==> src/sv/lpfd_pkg.sv <==
`default_nettype none
package lpfd_pkg;

   typedef enum logic [2:0] {
      PH_CONN_HI = 3'd0,
      PH_CONN_LO = 3'd1,
      PH_CTRL_HI = 3'd2,
      PH_CTRL_LO = 3'd3,
      PH_LEN_HI  = 3'd4,
      PH_LEN_LO  = 3'd5,
      PH_PAYLOAD = 3'd6
   } phase_type;

   typedef struct packed {
      logic [15:0] connection_id;
      logic [15:0] control_field;
      logic [15:0] payload_length;
      logic [7:0]  payload_byte;
      logic        has_data;
      logic        frame_end;
   } rsp_type;

endpackage
`default_nettype wire

==> src/sv/lpfd_in_stage.sv <==
`default_nettype none
module lpfd_in_stage (
   input  logic       clock,
   input  logic       reset,
   input  logic       req_valid,
   output logic       req_stall,
   input  logic [7:0] req_rx_byte,
   input  logic       take,
   output logic       byte_valid,
   output logic [7:0] byte_data
);

   logic       valid_ff;
   logic       valid_in;
   logic [7:0] byte_ff;
   logic       load;

   assign req_stall  = valid_ff & ~take;
   assign load       = req_valid & ~req_stall;
   assign byte_valid = valid_ff;
   assign byte_data  = byte_ff;

   always_comb begin
      if (load) begin
         valid_in = 1'b1;
      end else if (take) begin
         valid_in = 1'b0;
      end else begin
         valid_in = valid_ff;
      end
   end

   always_ff @(posedge clock) begin
      if (reset) begin
         valid_ff <= 1'b0;
      end else begin
         valid_ff <= valid_in;
      end
   end

   always_ff @(posedge clock) begin
      if (load) begin
         byte_ff <= req_rx_byte;
      end
   end

endmodule
`default_nettype wire

==> src/sv/lpfd_parser.sv <==
`default_nettype none
module lpfd_parser (
   input  logic             clock,
   input  logic             reset,
   input  logic             byte_valid,
   input  logic [7:0]       byte_data,
   input  logic             out_ready,
   output logic             take,
   output logic             emit,
   output lpfd_pkg::rsp_type result
);

   lpfd_pkg::phase_type phase_ff;
   lpfd_pkg::phase_type phase_in;
   logic [15:0] conn_ff;
   logic [15:0] conn_in;
   logic [15:0] ctrl_ff;
   logic [15:0] ctrl_in;
   logic [15:0] len_ff;
   logic [15:0] len_in;
   logic [15:0] left_ff;
   logic [15:0] left_in;
   logic [15:0] len_full;
   logic        empty_frame;
   logic        last_byte;
   logic        needs_out;

   assign len_full    = {len_ff[15:8], byte_data};
   assign empty_frame = (phase_ff == lpfd_pkg::PH_LEN_LO) && (len_full == 16'd0);
   assign last_byte   = (left_ff == 16'd1);
   assign needs_out   = empty_frame || (phase_ff == lpfd_pkg::PH_PAYLOAD);
   assign take        = byte_valid & (~needs_out | out_ready);
   assign emit        = take & needs_out;

   // Next state and header registers.
   always_comb begin
      phase_in = phase_ff;
      conn_in  = conn_ff;
      ctrl_in  = ctrl_ff;
      len_in   = len_ff;
      left_in  = left_ff;
      if (take) begin
         unique case (phase_ff)
            lpfd_pkg::PH_CONN_LO: begin
               conn_in  = {conn_ff[15:8], byte_data};
               phase_in = lpfd_pkg::PH_CTRL_HI;
            end
            lpfd_pkg::PH_CTRL_HI: begin
               ctrl_in  = {byte_data, 8'd0};
               phase_in = lpfd_pkg::PH_CTRL_LO;
            end
            lpfd_pkg::PH_CTRL_LO: begin
               ctrl_in  = {ctrl_ff[15:8], byte_data};
               phase_in = lpfd_pkg::PH_LEN_HI;
            end
            lpfd_pkg::PH_LEN_HI: begin
               len_in   = {byte_data, 8'd0};
               phase_in = lpfd_pkg::PH_LEN_LO;
            end
            lpfd_pkg::PH_LEN_LO: begin
               len_in  = len_full;
               left_in = len_full;
               if (empty_frame) begin
                  phase_in = lpfd_pkg::PH_CONN_HI;
               end else begin
                  phase_in = lpfd_pkg::PH_PAYLOAD;
               end
            end
            lpfd_pkg::PH_PAYLOAD: begin
               left_in = left_ff - 16'd1;
               if (last_byte) begin
                  phase_in = lpfd_pkg::PH_CONN_HI;
               end
            end
            default: begin
               conn_in  = {byte_data, 8'd0};
               phase_in = lpfd_pkg::PH_CONN_LO;
            end
         endcase
      end
   end

   // Result word.
   always_comb begin
      result.connection_id = conn_ff;
      result.control_field = ctrl_ff;
      if (phase_ff == lpfd_pkg::PH_PAYLOAD) begin
         result.payload_length = len_ff;
         result.payload_byte   = byte_data;
         result.has_data       = 1'b1;
         result.frame_end      = last_byte;
      end else begin
         result.payload_length = len_full;
         result.payload_byte   = 8'd0;
         result.has_data       = 1'b0;
         result.frame_end      = 1'b1;
      end
   end

   always_ff @(posedge clock) begin
      if (reset) begin
         phase_ff <= lpfd_pkg::PH_CONN_HI;
         conn_ff  <= 16'd0;
         ctrl_ff  <= 16'd0;
         len_ff   <= 16'd0;
         left_ff  <= 16'd0;
      end else begin
         phase_ff <= phase_in;
         conn_ff  <= conn_in;
         ctrl_ff  <= ctrl_in;
         len_ff   <= len_in;
         left_ff  <= left_in;
      end
   end

endmodule
`default_nettype wire

==> src/sv/lpfd_out_stage.sv <==
`default_nettype none
module lpfd_out_stage (
   input  logic              clock,
   input  logic              reset,
   input  logic              load,
   input  lpfd_pkg::rsp_type result,
   output logic              out_ready,
   output logic              rsp_valid,
   input  logic              rsp_stall,
   output lpfd_pkg::rsp_type rsp_word
);

   logic              valid_ff;
   logic              valid_in;
   lpfd_pkg::rsp_type word_ff;

   assign out_ready = ~valid_ff | ~rsp_stall;
   assign rsp_valid = valid_ff;
   assign rsp_word  = word_ff;

   always_comb begin
      if (load) begin
         valid_in = 1'b1;
      end else begin
         valid_in = valid_ff & rsp_stall;
      end
   end

   always_ff @(posedge clock) begin
      if (reset) begin
         valid_ff <= 1'b0;
      end else begin
         valid_ff <= valid_in;
      end
   end

   always_ff @(posedge clock) begin
      if (load) begin
         word_ff <= result;
      end
   end

endmodule
`default_nettype wire

==> src/sv/length_prefixed_frame_deframer.sv <==
// Length-prefixed frame deframer.
// The req channel carries one received byte per word. Frames are a 16-bit
// connection id, a 16-bit control field and a 16-bit payload length, all
// high byte first, followed by that many payload bytes.
// The rsp channel gives one word per payload byte, carrying the byte with the
// frame's header fields; the last payload byte has rsp_frame_end set. A frame
// of zero length gives a single word with rsp_has_data low. Header bytes give
// no word.
// A byte passes through an input register and the parser into the output
// register, so its word is registered twice before it appears on the rsp ports.
// One byte is taken every cycle while the rsp side keeps up.
// When the receiver stalls, the output word holds; one further byte can wait
// in the input register. Header bytes flow on until a payload byte or an
// empty frame's low length byte needs the output register, raising req_stall.
// Synchronous reset empties both registers and returns the parser to the
// start of a frame header.
`default_nettype none
module length_prefixed_frame_deframer (
   input  logic        clock,
   input  logic        reset,
   input  logic        req_valid,
   output logic        req_stall,
   input  logic [7:0]  req_rx_byte,
   output logic        rsp_valid,
   input  logic        rsp_stall,
   output logic [15:0] rsp_connection_id,
   output logic [15:0] rsp_control_field,
   output logic [15:0] rsp_payload_length,
   output logic [7:0]  rsp_payload_byte,
   output logic        rsp_has_data,
   output logic        rsp_frame_end
);

   logic              take;
   logic              emit;
   logic              byte_valid;
   logic [7:0]        byte_data;
   logic              out_ready;
   lpfd_pkg::rsp_type result;
   lpfd_pkg::rsp_type rsp_word;

   lpfd_in_stage u_in_stage (
      .clock       (clock),
      .reset       (reset),
      .req_valid   (req_valid),
      .req_stall   (req_stall),
      .req_rx_byte (req_rx_byte),
      .take        (take),
      .byte_valid  (byte_valid),
      .byte_data   (byte_data)
   );

   lpfd_parser u_parser (
      .clock      (clock),
      .reset      (reset),
      .byte_valid (byte_valid),
      .byte_data  (byte_data),
      .out_ready  (out_ready),
      .take       (take),
      .emit       (emit),
      .result     (result)
   );

   lpfd_out_stage u_out_stage (
      .clock     (clock),
      .reset     (reset),
      .load      (emit),
      .result    (result),
      .out_ready (out_ready),
      .rsp_valid (rsp_valid),
      .rsp_stall (rsp_stall),
      .rsp_word  (rsp_word)
   );

   assign rsp_connection_id  = rsp_word.connection_id;
   assign rsp_control_field  = rsp_word.control_field;
   assign rsp_payload_length = rsp_word.payload_length;
   assign rsp_payload_byte   = rsp_word.payload_byte;
   assign rsp_has_data       = rsp_word.has_data;
   assign rsp_frame_end      = rsp_word.frame_end;

endmodule
`default_nettype wire

==> config.mk <==
export PLATFORM = sky130hd
export DESIGN_NAME = length_prefixed_frame_deframer
export DESIGN_NICKNAME = d
export VERILOG_FILES = /design/src/sv/lpfd_pkg.sv /design/src/sv/lpfd_in_stage.sv /design/src/sv/lpfd_parser.sv /design/src/sv/lpfd_out_stage.sv /design/src/sv/length_prefixed_frame_deframer.sv
export SDC_FILE = /design/constraint.sdc
export NUM_CORES = 1
export LEC_CHECK = 0
export BUFFER_PORTS_ARGS = -buffer_cell sky130_fd_sc_hd__buf_2
export CORE_MARGIN = 10
export CORE_UTILIZATION = 51
export CTS_CLUSTER_SIZE = 30
export DETAILED_ROUTE_END_ITERATION = 12
export PLACE_DENSITY = 0.75
export SLEW_MARGIN = 10
export SYNTH_ARGS = -nofsm -noshare
export SYNTH_HDL_FRONTEND = slang
export SYNTH_SLANG_ARGS = --single-unit
==> constraint.sdc <==
create_clock -name clock -period 5.1 [get_ports clock]
set_input_delay 1.02 -clock clock [delete_from_list [all_inputs] [get_ports clock]]
set_output_delay 1.02 -clock clock [all_outputs]
set_load 0.005 [all_outputs]
==> run metrics <==
largest family of logic cells by synthesized area simple AND/OR/NAND/NOR gates; xor/xnor cell area share of the yosys netlist 0.163%; global-route wire length before repair 19100 um; largest net degree at the start of global routing 56; Yosys reg bits 135; mean post-synth cell area about 11 um^2; initial drt markers around 330; Leakage between 2 and 2.5 nW; outcome finished, final reports clean; unrepaired setup endpoints after global routing false; TritonCTS clock tree done; final worst setup slack between 1 and 1.5 ns; WL final roughly 12000 um; CTS Buffer Depth 2; cts bufs inserted 17; First-pass DRT Iterations 5; Die X 123 um; fin crit share between 70% and 80%; most frequent cells in the layout 82 x nand2_1, 71 x buf_2, 69 x dfxtp_1, 66 x edfxtp_1, 55 x a21oi_1; total internal power 0.00201 W; CP top delay family simple AND/OR/NAND/NOR gates; placed instance count 676; Synth Instances 501; Final Max Tran Viols 0; power per cell area a little under 400 mW/mm^2; Top Ports 72; Avg WL per Cell 16.9 um; Crit path buffers/inverters 1; final hold viol count 0; # port buffers 71; startpoint types flip-flop; post-CTS setup buffer count 0; H-Tree Depth 4; switching power 0.000526 W; Comb power frac 2.3%; Most used DFF post-synth dfxtp_1; GRT Total Usage 16.2%; WP data required 4.08 ns; Crit Path Category flip-flop to output port; ANT cells 0; min-delay worst type flip-flop to flip-flop; root buf cell clkbuf_8; Core ar. 0.0103 mm^2; Reg clk slew, reported paths approximately 0.060 ns; Final Critical Period 3.64 ns; Sink Count 135; Clock Power Share 51.3%; post-cts resize count 0; Async S/R FF share, synth 0%; Synth Area in Compound Gates between 10% and 20%; drt drc 0; slew margin rel. 37.4%; Final GP Congestion 0.860; Clock Latency Late Sink 0.53 ns; post-route insts no fill a little over 700; CP endpoint kind output port; crit path max fanout 10; Vias 4015; post-DR vias/cell 5.67; hold_buf cts 0; met2 Use GR 26.1%; final setup TNS 0 ns; post-route ant nets 0; total die area 0.0150 mm^2; Synth-to-Final Area Change 19.7%; sequential share of power between 40% and 50%; synth warn 0; vias in the first global route about 3.8k; library cells used by synthesis 56; final-report setup violation count 0; Starting Density 52.3%; worst slack, placed approximately 1.5 ns; sequential share of the synthesized area 62.6%; actual slew at the worst max-slew pin 0.937 ns; share of cells above drive strength 1 21.3%; FP Rows 37; dpl hpwl 8010 um; clk_skew 0.00841 ns; met1 usage 18.6%; crit-path max cell delay 0.62 ns; worst path arrival time about 2.6 ns; slowest CP cell edfxtp_1; max_cap viols 0; maximum vdd drop 203 uV; Die Height 123 um; syn_nets 515; initial antenna violation count 0; Max Fclk 275 MHz; post-synthesis mux area share 2.98%; Sw Share just over 20%; met3 GRT Util 5.33%; Adder-Cell Fraction of Synth Area 0.466%; CP Cell Sequence nor4_2 -> nand4_1 -> o22ai_1 -> and2_1 -> buf_2; GR peak layer met2; fin nets roughly 570; synthesized cell area 0.00537 mm^2; commonest non-fill, non-tap cell in the layout nand2_1; Post-Synth Simple-Gate Area 17.2%; Post-synth EDFFs 66; GRT overflow 0
## synthesized netlist by cell type, drive strengths merged (7+ instances only)
cell type / instances / area (um^2)
a21oi: 56 / 280
and3: 20 / 126
buf: 13 / 62.6
clkbuf: 23 / 86.3
dfxtp: 69 / 1380
edfxtp: 66 / 1980
mux2i: 16 / 160
nand2: 82 / 308
nand2b: 7 / 43.8
nand3: 12 / 65.1
nor2: 35 / 131
nor3: 9 / 50.1
o21ai: 25 / 129
## worst reg2reg max path, cell delays in order, from the launching register on
cell and delay [ns]:
dfxtp_1 0.93, nand3b_1 0.21, buf_4 0.39, and3_1 0.24
a21oi_1 0.07, buf_4 0.23, a21oi_4 0.68, buf_4 0.50
## state kept, by name (all words and copies together) (netlist names)
signal and count:
u_parser.ctrl_ff 16, u_in_stage.byte_data 8, u_out_stage.rsp_valid 1, u_out_stage.rsp_word 58, u_parser.conn_ff 16, u_in_stage.byte_valid 1
u_parser.left_ff 16, u_parser.phase_ff 3, u_parser.len_ff 16
## layer usage
layer	part of all wire [%]	vias to the layer above
met5	0	-
met4	3.7	0
met3	7.6	37
met2	50	161
met1	39	1888
li1	-	1929
## metrics by stage
stage                     hold slack [ns]  cell area, um^2  utilization [%]  power [W]
final                               0.426             6430             62.6    0.00254
after global routing                0.437             6430             62.6    0.00261
after CTS                           0.423             6430             62.6    0.00255
after detailed placement            0.416             5790             56.4    0.00126
after global placement              0.419             5790             56.4    0.00125
after floorplan                     0.402             5370                -    0.00123
## power groups by stage
stage / Combinational, W / Clock, W / Sequential (W)
3_3_place_gp: 0.0000567 / 0 / 0.00120
3_5_place_dp: 0.0000577 / 0 / 0.00120
6_report: 0.0000589 / 0.00130 / 0.00118
2_1_floorplan: 0.0000632 / 0 / 0.00117
4_1_cts: 0.0000584 / 0.00132 / 0.00118
5_1_grt: 0.0000661 / 0.00136 / 0.00118
## cell type report
cell class,count,area (um^2)
multi-input cells,324,1850
inverters,6,22.5
fillers,847,3840
clock buffers,17,414
flip-flops and latches,135,3360
repair buffers,75,385
clock inverters,15,228
well taps,136,170
## cell families after synthesis
kind of cell | count (synthesis)
fa+ha+maj | 2
compound gates | 116
buf+inv | 42
xor+xnor | 1
flops | 135
mux | 16
simple gates | 189
## final timing paths
path | startpoint | to | slack (ns) | cells after the start
max reg2reg | u_parser.phase_ff[0] | u_out_stage.rsp_word[29] | 1.49 | 7
min | u_parser.ctrl_ff[15] | u_out_stage.rsp_word[41] | 0.43 | 0
min reg2reg | u_parser.ctrl_ff[15] | u_out_stage.rsp_word[41] | 0.43 | 0
max | u_in_stage.byte_data[5] | req_stall | 1.46 | 5
Power figures use the tool's default switching activity.
